**src/rtl/aput_pkg.sv**
```systemverilog
// Shared types, constants and the square-root step for the Adam update block.
`default_nettype none
package aput_pkg;
   localparam int DEFAULT_NUM_PARAMS = 4096;
   localparam int DEFAULT_QUEUE_DEPTH = 4;
   localparam int IDX_W = 12;
   localparam int CSR_IDX_W = 4;

   localparam logic [CSR_IDX_W-1:0] CSR_BETA_FIRST = 4'd0;
   localparam logic [CSR_IDX_W-1:0] CSR_BETA_SECOND = 4'd1;
   localparam logic [CSR_IDX_W-1:0] CSR_EPSILON_TERM = 4'd2;
   localparam logic [CSR_IDX_W-1:0] CSR_LEARNING_RATE = 4'd3;

   localparam logic [15:0] BETA_FIRST_RST = 16'd58982;
   localparam logic [15:0] BETA_SECOND_RST = 16'd65470;
   localparam logic [15:0] EPSILON_TERM_RST = 16'd43;
   localparam logic [31:0] LEARNING_RATE_RST = 32'd4294967;
   localparam logic [31:0] ONE_Q32 = 32'hFFFF_FFFF;

   typedef struct packed {
      logic [IDX_W-1:0]   idx;
      logic signed [31:0] gradient;
      logic signed [31:0] weight;
      logic [31:0]        rate;
   } item_type;

   typedef struct packed {
      logic [63:0] rem;
      logic [63:0] root;
   } sqrt_type;

   function automatic sqrt_type sqrt_step(input sqrt_type cur, input logic [63:0] bit_val);
      sqrt_type    nxt;
      logic [64:0] trial;
      trial = {1'b0, cur.root} + {1'b0, bit_val};
      if ({1'b0, cur.rem} >= trial) begin
         nxt.rem = cur.rem - trial[63:0];
         nxt.root = (cur.root >> 1) + bit_val;
      end else begin
         nxt.rem = cur.rem;
         nxt.root = cur.root >> 1;
      end
      return nxt;
   endfunction
endpackage
`default_nettype wire

```
**src/rtl/aput_queue.sv**
```systemverilog
// Short queue of classified items between the front end and the update pipeline.
`default_nettype none
module aput_queue #(
   parameter int DEPTH = aput_pkg::DEFAULT_QUEUE_DEPTH
) (
   input  logic               clock,
   input  logic               reset,
   input  logic               push,
   input  aput_pkg::item_type push_data,
   output logic               full,
   input  logic               pop,
   output aput_pkg::item_type head,
   output logic               empty
);
   import aput_pkg::*;

   localparam int PW = (DEPTH > 1) ? $clog2(DEPTH) : 1;
   localparam int CW = $clog2(DEPTH + 1);

   item_type        slot_ff [0:DEPTH-1];
   logic [PW-1:0]   wr_ff, wr_in, rd_ff, rd_in;
   logic [CW-1:0]   cnt_ff, cnt_in;
   logic            do_push, do_pop;

   assign full = (cnt_ff == CW'(DEPTH));
   assign empty = (cnt_ff == '0);
   assign do_push = push && !full;
   assign do_pop = pop && !empty;
   assign head = slot_ff[rd_ff];

   always_comb begin
      wr_in = wr_ff;
      rd_in = rd_ff;
      cnt_in = cnt_ff;
      if (do_push) begin
         wr_in = (wr_ff == PW'(DEPTH - 1)) ? '0 : wr_ff + PW'(1);
      end
      if (do_pop) begin
         rd_in = (rd_ff == PW'(DEPTH - 1)) ? '0 : rd_ff + PW'(1);
      end
      if (do_push && !do_pop) begin
         cnt_in = cnt_ff + CW'(1);
      end else if (do_pop && !do_push) begin
         cnt_in = cnt_ff - CW'(1);
      end
   end

   always_ff @(posedge clock) begin
      if (reset) begin
         wr_ff <= '0;
         rd_ff <= '0;
         cnt_ff <= '0;
      end else begin
         wr_ff <= wr_in;
         rd_ff <= rd_in;
         cnt_ff <= cnt_in;
      end
   end

   always_ff @(posedge clock) begin
      if (do_push) begin
         slot_ff[wr_ff] <= push_data;
      end
   end
endmodule
`default_nettype wire

```
**config.mk**
```make
export PLATFORM = sky130hd
export DESIGN_NAME = aput_queue
export DESIGN_NICKNAME = d
export VERILOG_FILES = /design/src/rtl/aput_pkg.sv /design/src/rtl/aput_queue.sv
export SDC_FILE = /design/constraint.sdc
export NUM_CORES = 1
export LEC_CHECK = 0
export BUFFER_PORTS_ARGS = -buffer_cell sky130_fd_sc_hd__clkbuf_2
export CAP_MARGIN = 10
export CORE_MARGIN = 5
export CORE_UTILIZATION = 25
export CTS_CLUSTER_DIAMETER = 30
export DETAILED_ROUTE_END_ITERATION = 16
export SETUP_SLACK_MARGIN = 0.1
export SYNTH_ARGS = -nofsm -noshare
export SYNTH_HDL_FRONTEND = slang
export SYNTH_SLANG_ARGS = --single-unit
export TNS_END_PERCENT = 10
```
**constraint.sdc**
```tcl
create_clock -name clock -period 5.2 [get_ports clock]
set_clock_uncertainty 0.15 [all_clocks]
set_input_delay 0.26 -clock clock [delete_from_list [all_inputs] [get_ports clock]]
set_output_delay 0.26 -clock clock [all_outputs]
set_load 0.02 [all_outputs]
```
==> results of run 1 <==
==> cells by family (layout without fill, tap and decap cells) <==
group                    count (synthesis)  after routing
AND/OR/NAND/NOR                         16             16
XOR/XNOR                                 2              2
multiplexers                           110            110
flip-flops                             441            441
AO/OA/AOI/OAI                            7              7
buffers and inverters                   31            504
adder cells (fa/ha/maj)                  7              7
other                                    0              2
==> through the flow <==
| step | hold WS, ns | util (%) | cell area (um^2) | total power [mW] |
|---|---|---|---|---|
| after floorplan | 0.209 | - | 16000 | 5.95 |
| after global placement | 0.317 | 28.7 | 18200 | 6.68 |
| after detailed placement | 0.332 | 28.7 | 18200 | 6.72 |
| after CTS | 0.205 | 35.1 | 22200 | 12.3 |
| after global routing | 0.226 | 35.1 | 22200 | 12.6 |
| final | 0.267 | 35.1 | 22200 | 12.1 |
==> per-layer routing <==
metal	share of wire (%)	wire length (um)	up-vias	GRT usage, %
li1	-	-	3503	-
met4	2.0	694	2	3.75
met5	0.037	13	-	0
met1	41	14500	4145	12.0
met2	49	17300	247	16.6
met3	7.8	2770	58	4.00
==> sequential cells by signal (all words and copies together), names as in the netlist, named ones only <==
signal	flops
cnt_ff	3
rd_ff	2
slot_ff	432
wr_ff	2
==> path summary, 6_finish.rpt <==
| check | end | cells after the start |
|---|---|---|
| worst max-delay path | head[87] | 3 |
| worst min-delay path | slot_ff[0][44]$_DFFE_PP_ | 2 |
| worst max register to register | slot_ff[0][57]$_DFFE_PP_ | 3 |
| worst min register to register | cnt_ff[2]$_SDFFE_PP0P_ | 2 |
==> power by group through the flow <==
stage               clock, mW  combinational (mW)  sequential [mW]
floorplan                   0                1.49             4.46
global placement            0                2.15             4.53
CTS                      5.59                2.26             4.48
global route             5.79                2.34             4.51
finish                   5.45                2.18             4.47
detailed placement          0                2.17             4.54
==> synth_stat cells <==
| master | count | area share, % |
|---|---|---|
| dfxtp_1 | 9 | 1.1 |
| o21ai_0 | 2 | 0.063 |
| nand3_1 | 2 | 0.063 |
| clkbuf_1 | 9 | 0.21 |
| nor2_1 | 4 | 0.094 |
| fa_1 | 1 | 0.13 |
| a21oi_1 | 3 | 0.094 |
| inv_2 | 1 | 0.023 |
| o31ai_1 | 1 | 0.047 |
| inv_1 | 4 | 0.094 |
| or3_1 | 2 | 0.078 |
| and3_1 | 4 | 0.16 |
| mux2i_1 | 2 | 0.13 |
| buf_8 | 1 | 0.094 |
| nand2_1 | 1 | 0.023 |
| or3b_1 | 1 | 0.055 |
| buf_2 | 13 | 0.41 |
| mux4_2 | 108 | 15 |
| buf_6 | 3 | 0.21 |
| nor3_1 | 2 | 0.063 |
| o31ai_2 | 1 | 0.078 |
| ha_1 | 6 | 0.47 |
| edfxtp_1 | 432 | 81 |
| xor2_1 | 2 | 0.11 |
==> worst max-delay path: cells and delay by family (launching register included) <==
kind,cells,cell delay [ns]
muxes,1,0.63
DFF,1,0.76
buffers and inverters,2,0.79
==> area by class of cell <==
class	instances	area, um^2	area share [%]
diodes	2	5.00	0.0225
clock buffers	105	2260	10.2
clock inverters	52	673	3.03
inverters	5	18.8	0.0844
multi-input cells	142	2720	12.2
flip-flops and latches	441	13200	59.2
well taps	846	1060	4.76
repair buffers	342	2340	10.5
==> repair_timing <==
action	4_1_cts	5_1_grt
endpoints found under the hold margin	441	0
hold buffers	112	0
gates resized for setup	0	0
==> flow_results.xml, run 1 <==
<?xml version="1.0" encoding="UTF-8"?>
<metrics>
  <group name="status">
    <metric name="outcome" unit="">finished, final reports clean</metric>
  </group>
  <group name="power_and_ir_drop">
    <metric name="power.density_cell_area" unit="nW/um^2">544</metric>
    <metric name="irDropWorstVdd" unit="V">0.000358</metric>
    <metric name="p_clk_share" unit="%">45.1</metric>
    <metric name="leakagePower" unit="nW">7.60</metric>
    <metric name="power.net_switching" unit="mW">3.22</metric>
    <metric name="internal_power_consumption" unit="mW">8.88</metric>
    <metric name="sequentialPowerShare" unit="%">36.9</metric>
    <metric name="switch_share" unit="%">26.6</metric>
    <metric name="p_comb_share" unit="%">18.0</metric>
  </group>
  <group name="logic_synthesis">
    <metric name="netlist_area" unit="um^2">16000</metric>
    <metric name="muxShareOfSynthArea" unit="%">15.3</metric>
    <metric name="yosys.area_share.simple" unit="%">0.531</metric>
    <metric name="synth_seq_area_share" unit="%">82.1</metric>
    <metric name="synth.distinct_cells" unit="">24</metric>
    <metric name="ys_seq_elements" unit="">441</metric>
    <metric name="post_synth.cell_area_avg" unit="um^2">26.1</metric>
    <metric name="post_synth_xor_area_fraction" unit="%">0.109</metric>
    <metric name="largest_family_of_logic_cells_by_synthesized_area" unit="">multiplexers</metric>
    <metric name="mappedNetlistNets" unit="">733</metric>
    <metric name="ys_warns" unit="">0</metric>
    <metric name="post_synth_fa_ha_maj_area_fraction" unit="%">0.594</metric>
    <metric name="synthCells" unit="">614</metric>
    <metric name="synth-compound-area-share" unit="%">0.281</metric>
  </group>
  <group name="detailed_routing">
    <metric name="drt-vias-per-instance" unit="">4.11</metric>
    <metric name="wirelength" unit="mm">35.3</metric>
    <metric name="via_count" unit="">7955</metric>
    <metric name="number_of_violations_reported_at_the_end_of_detailed_routing_iteration_0" unit="">503</metric>
    <metric name="first_pass_iters" unit="">4</metric>
    <metric name="drt_drc_violations_left" unit="">0</metric>
    <metric name="final_antenna_net_count" unit="">0</metric>
    <metric name="wl_per_cell" unit="um">18.3</metric>
  </group>
  <group name="finish">
    <metric name="most_common_cell_after_layout_fill_and_taps_aside" unit="">edfxtp_1</metric>
    <metric name="finish.net_count" unit="">1137</metric>
    <metric name="most_used_cells_in_the_layout_excluding_fill_and_tap_cells" unit="">edfxtp_1 (432), clkbuf_2 (221), dlygate4sd3_1 (112), mux4_2 (108), clkbuf_16 (86)</metric>
    <metric name="final.fill_count" unit="">5862</metric>
    <metric name="layout-area-overhead-vs-synth" unit="%">38.9</metric>
    <metric name="instances_no_fill" unit="">1935</metric>
    <metric name="drive_gt1_share" unit="%">44.1</metric>
  </group>
  <group name="sta">
    <metric name="timing.final.setup_violations" unit="">0</metric>
    <metric name="setup_total_negative_slack" unit="ns">0</metric>
    <metric name="hold_violations" unit="">0</metric>
    <metric name="fin_worst_setup_slack" unit="ns">1.94</metric>
    <metric name="timing.final.crit_period" unit="ns">3.26</metric>
    <metric name="rsz0062_at_grt" unit="">false</metric>
    <metric name="final_min_period_over_clock_period" unit="%">62.7</metric>
    <metric name="maxClockFrequency" unit="GHz">0.307</metric>
    <metric name="actual_slew_at_the_worst_max_slew_pin" unit="ns">1.12</metric>
    <metric name="relSlewSlack" unit="%">25.0</metric>
    <metric name="maxSlewViolCount" unit="">0</metric>
  </group>
  <group name="grt">
    <metric name="antenna_found_initial" unit="">3</metric>
    <metric name="pin_count_of_the_biggest_net_entering_global_routing" unit="">65</metric>
    <metric name="global_route.overflow_total" unit="">0</metric>
    <metric name="number_of_global_route_vias_before_repair" unit="">9036</metric>
    <metric name="grt_pass1_wl" unit="mm">54.1</metric>
    <metric name="grtUsageTotal" unit="%">10.1</metric>
  </group>
  <group name="floorplanning">
    <metric name="boundary_pin_count" unit="">222</metric>
    <metric name="design.die.area" unit="um^2">69200</metric>
    <metric name="horizontal_die_dimension" unit="um">263</metric>
    <metric name="core_area" unit="um^2">63300</metric>
    <metric name="initial_standard_cell_utilization_of_the_core" unit="%">25.3</metric>
    <metric name="die_h" unit="um">263</metric>
    <metric name="num_rows" unit="">92</metric>
  </group>
  <group name="worst_setup_path">
    <metric name="timing.rr.start" unit="">cnt_ff[0]$_SDFFE_PP0P_</metric>
    <metric name="timing.critical_path.slowest_cell_delay" unit="ns">0.76</metric>
    <metric name="critical_path_fanout_max" unit="">31</metric>
    <metric name="critPathSlowestCell" unit="">dfxtp_4</metric>
    <metric name="timing.setup.critical_path_class" unit="">register to output port</metric>
    <metric name="timing.critical_path.arrival" unit="ns">2.85</metric>
    <metric name="r2r_slack" unit="ns">2.45</metric>
    <metric name="critical_path.startpoint_type" unit="">register</metric>
    <metric name="critical_path.cell_chain" unit="">buf_4 &gt; mux4_2 &gt; clkbuf_2</metric>
    <metric name="crit_required" unit="ns">4.79</metric>
    <metric name="worst_setup_path_end_kind" unit="">output port</metric>
  </group>
  <group name="clocking">
    <metric name="worstSkewPairLatency" unit="ns">0.60</metric>
    <metric name="num_cts_buffers" unit="">86</metric>
    <metric name="clock_tree.root_cell" unit="">clkbuf_16</metric>
    <metric name="cts_tree" unit="">done</metric>
    <metric name="post_cts_buffers" unit="">0</metric>
    <metric name="clock_tree.htree_level_count" unit="">3</metric>
    <metric name="ctsLongestPathBuffers" unit="">3</metric>
    <metric name="numClockSinks" unit="">441</metric>
    <metric name="cts.reportedPaths.clkPinSlew" unit="ns">0.04</metric>
  </group>
  <group name="flow_run">
    <metric name="number_of_max_cap_violations" unit="">0</metric>
  </group>
  <group name="worst_hold_path">
    <metric name="timing.hold.worst.class" unit="">input pin to register</metric>
    <metric name="critical_hold_path_startpoint" unit="">push_data[44]</metric>
  </group>
  <group name="placement">
    <metric name="dpl.hpwl" unit="mm">20.5</metric>
    <metric name="worst_setup_slack_post_dpl" unit="ns">2.32</metric>
    <metric name="place.port_buffers" unit="">221</metric>
    <metric name="gp_congestion" unit="">0.681</metric>
    <metric name="placed_cells_incl_taps" unit="">1664</metric>
  </group>
</metrics>
Power figures use the tool's default switching activity.
==> run 2, diff against run 1 <==
==> constraint.sdc (replaced) <==
create_clock -name clock -period 3.15 [get_ports clock]
set_clock_uncertainty 0.15 [all_clocks]
set_input_delay 0.1575 -clock clock [delete_from_list [all_inputs] [get_ports clock]]
set_output_delay 0.1575 -clock clock [all_outputs]
set_load 0.02 [all_outputs]
==> flow_results.xml, run 2 (synthesis results as in run 1) <==
<?xml version="1.0" encoding="UTF-8"?>
<metrics>
  <group name="power_and_ir_drop">
    <metric name="sequentialPowerShare" unit="%">36.8</metric>
    <metric name="power.density_cell_area" unit="nW/um^2">889</metric>
    <metric name="power.net_switching" unit="mW">5.32</metric>
    <metric name="internal_power_consumption" unit="mW">14.6</metric>
    <metric name="irDropWorstVdd" unit="V">0.000520</metric>
    <metric name="p_clk_share" unit="%">44.7</metric>
    <metric name="p_comb_share" unit="%">18.5</metric>
    <metric name="switch_share" unit="%">26.7</metric>
    <metric name="leakagePower" unit="nW">7.69</metric>
  </group>
  <group name="flow_run">
    <metric name="number_of_max_cap_violations" unit="">0</metric>
  </group>
  <group name="finish">
    <metric name="most_common_cell_after_layout_fill_and_taps_aside" unit="">edfxtp_1</metric>
    <metric name="final.fill_count" unit="">5901</metric>
    <metric name="largest_register" unit="">slot_ff</metric>
    <metric name="largest_register_ff_count" unit="">432</metric>
    <metric name="reg_top3" unit="">slot_ff: 432 flops, cnt_ff: 3 flops</metric>
    <metric name="layout-area-overhead-vs-synth" unit="%">40.0</metric>
    <metric name="drive_gt1_share" unit="%">44.3</metric>
    <metric name="final_cell_area" unit="um^2">22400</metric>
    <metric name="finish.net_count" unit="">1151</metric>
    <metric name="most_used_cells_in_the_layout_excluding_fill_and_tap_cells" unit="">edfxtp_1 (432), clkbuf_2 (221), dlygate4sd3_1 (112), mux4_2 (108), clkbuf_16 (91)</metric>
  </group>
  <group name="worst_setup_path">
    <metric name="critical_path.startpoint_type" unit="">register</metric>
    <metric name="timing.critical_path.arrival" unit="ns">2.47</metric>
    <metric name="reg2regPathDepth" unit="">9</metric>
    <metric name="crit_required" unit="ns">2.84</metric>
    <metric name="critical_path_fanout_max" unit="">19</metric>
    <metric name="worst_setup_path_end_kind" unit="">output port</metric>
    <metric name="timing.setup.critical_path_class" unit="">register to output port</metric>
  </group>
  <group name="sta">
    <metric name="timing.final.crit_period" unit="ns">2.77</metric>
    <metric name="rsz0062_at_grt" unit="">false</metric>
    <metric name="timing.final.setup_violations" unit="">0</metric>
    <metric name="setup_total_negative_slack" unit="ns">0</metric>
    <metric name="fin_worst_setup_slack" unit="ns">0.376</metric>
    <metric name="maxClockFrequency" unit="GHz">0.360</metric>
    <metric name="maxSlewViolCount" unit="">0</metric>
    <metric name="relSlewSlack" unit="%">63.0</metric>
    <metric name="actual_slew_at_the_worst_max_slew_pin" unit="ns">0.555</metric>
    <metric name="hold_violations" unit="">0</metric>
    <metric name="final_min_period_over_clock_period" unit="%">88.1</metric>
  </group>
  <group name="placement">
    <metric name="worst_setup_slack_post_dpl" unit="ns">0.711</metric>
    <metric name="gp_congestion" unit="">0.683</metric>
    <metric name="dpl.hpwl" unit="mm">20.4</metric>
    <metric name="place.port_buffers" unit="">221</metric>
    <metric name="placedInstanceArea" unit="um^2">18300</metric>
  </group>
  <group name="detailed_routing">
    <metric name="drt_drc_violations_left" unit="">0</metric>
    <metric name="wirelength" unit="mm">35.0</metric>
    <metric name="dr.max_layer_used" unit="">met4</metric>
    <metric name="via_count" unit="">7996</metric>
    <metric name="number_of_violations_reported_at_the_end_of_detailed_routing_iteration_0" unit="">483</metric>
    <metric name="wl_met3" unit="mm">2.41</metric>
    <metric name="drt-vias-per-instance" unit="">4.09</metric>
    <metric name="dr_wl_met2" unit="mm">17.6</metric>
    <metric name="final_antenna_net_count" unit="">0</metric>
    <metric name="wl_per_cell" unit="um">17.9</metric>
    <metric name="route.layer.met1.wl" unit="mm">14.1</metric>
    <metric name="first_pass_iters" unit="">4</metric>
  </group>
  <group name="clocking">
    <metric name="numClockSinks" unit="">441</metric>
    <metric name="ctsLongestPathBuffers" unit="">3</metric>
    <metric name="num_cts_buffers" unit="">91</metric>
    <metric name="worstSkewPairLatency" unit="ns">0.62</metric>
    <metric name="clock_tree.root_cell" unit="">clkbuf_16</metric>
    <metric name="cts-hold-fix-buffers" unit="">112</metric>
    <metric name="post_cts_buffers" unit="">0</metric>
    <metric name="clock_tree.htree_level_count" unit="">3</metric>
    <metric name="cts.reportedPaths.clkPinSlew" unit="ns">0.04</metric>
    <metric name="cts_tree" unit="">done</metric>
    <metric name="post_cts_resized" unit="">0</metric>
  </group>
  <group name="grt">
    <metric name="number_of_global_route_vias_before_repair" unit="">9228</metric>
    <metric name="pin_count_of_the_biggest_net_entering_global_routing" unit="">58</metric>
    <metric name="grt_pass1_wl" unit="mm">54.2</metric>
    <metric name="global_route.overflow_total" unit="">0</metric>
    <metric name="antenna_found_initial" unit="">3</metric>
    <metric name="grtUsageTotal" unit="%">10.1</metric>
  </group>
  <group name="floorplanning">
    <metric name="die_h" unit="um">263</metric>
    <metric name="horizontal_die_dimension" unit="um">263</metric>
    <metric name="num_rows" unit="">92</metric>
    <metric name="core_area" unit="um^2">63300</metric>
    <metric name="boundary_pin_count" unit="">222</metric>
    <metric name="design.die.area" unit="um^2">69200</metric>
    <metric name="initial_standard_cell_utilization_of_the_core" unit="%">25.3</metric>
  </group>
  <group name="worst_hold_path">
    <metric name="hold_path_depth" unit="">2</metric>
    <metric name="timing.hold.worst.class" unit="">input pin to register</metric>
  </group>
  <group name="status">
    <metric name="outcome" unit="">finished, final reports clean</metric>
  </group>
</metrics>
run 2: cell count changes in the layout (fill, tap and decap cells not counted), sizes merged:
cell / delta
bufinv: -3
clkbuf: -2
inv: -2
buf: +9
clkinv: +17
clkinvlp: -1
run 2: layout make-up:
class | count | area [um^2] | area share [%]
flip-flops and latches | 441 | 13200 | 58.7
multi-input cells | 142 | 2720 | 12.1
repair buffers | 351 | 2510 | 11.2
clock buffers | 103 | 2320 | 10.4
well taps | 846 | 1060 | 4.72
clock inverters | 63 | 628 | 2.80
inverters | 5 | 18.8 | 0.0837
diodes | 2 | 5.00 | 0.0223
run 2: worst paths after layout:
path / startpoint / slack, ns / endpoint
setup / recovery: register / 0.38 / head[24]
setup reg to reg: cnt_ff[0]$_SDFFE_PP0P_ / 0.70 / cnt_ff[2]$_SDFFE_PP0P_
hold reg to reg: rd_ff[0]$_SDFFE_PP0P_ / 0.35 / register
hold / removal: push_data[58] / 0.15 / slot_ff[1][58]$_DFFE_PP_
run 2: stage by stage:
| step | utilization [%] | power, mW | hold slack, ns | std cells |
|---|---|---|---|---|
| 2_1_floorplan | - | 9.80 | 0.106 | 614 |
| 3_3_place_gp | 29.0 | 11.1 | 0.221 | 1673 |
| 3_5_place_dp | 29.0 | 11.1 | 0.227 | 1673 |
| 4_1_cts | 35.4 | 20.3 | 0.0849 | 1951 |
| 5_1_grt | 35.4 | 20.9 | 0.119 | 1951 |
| 6_report | 35.4 | 19.9 | 0.147 | 1953 |
run 2: power by group through the flow:
stage               combinational [mW]  sequential [mW]  clock (mW)
floorplan                         2.46             7.34           0
global placement                  3.67             7.40           0
detailed placement                3.69             7.44           0
CTS                               3.82             7.34        9.15
global route                      3.98             7.38        9.50
finish                            3.69             7.33        8.92
run 2: layer usage:
layer	track usage, %	up-vias
li1	-	3546
met1	12.0	4134
met2	16.8	252
met3	3.51	64
met4	4.34	0
met5	0	-
run 2: critical path: stages (launching register included):
cell and delay [ns]:
dfxtp_4 0.64, buf_4 0.41, mux4_2 0.59, clkbuf_2 0.18
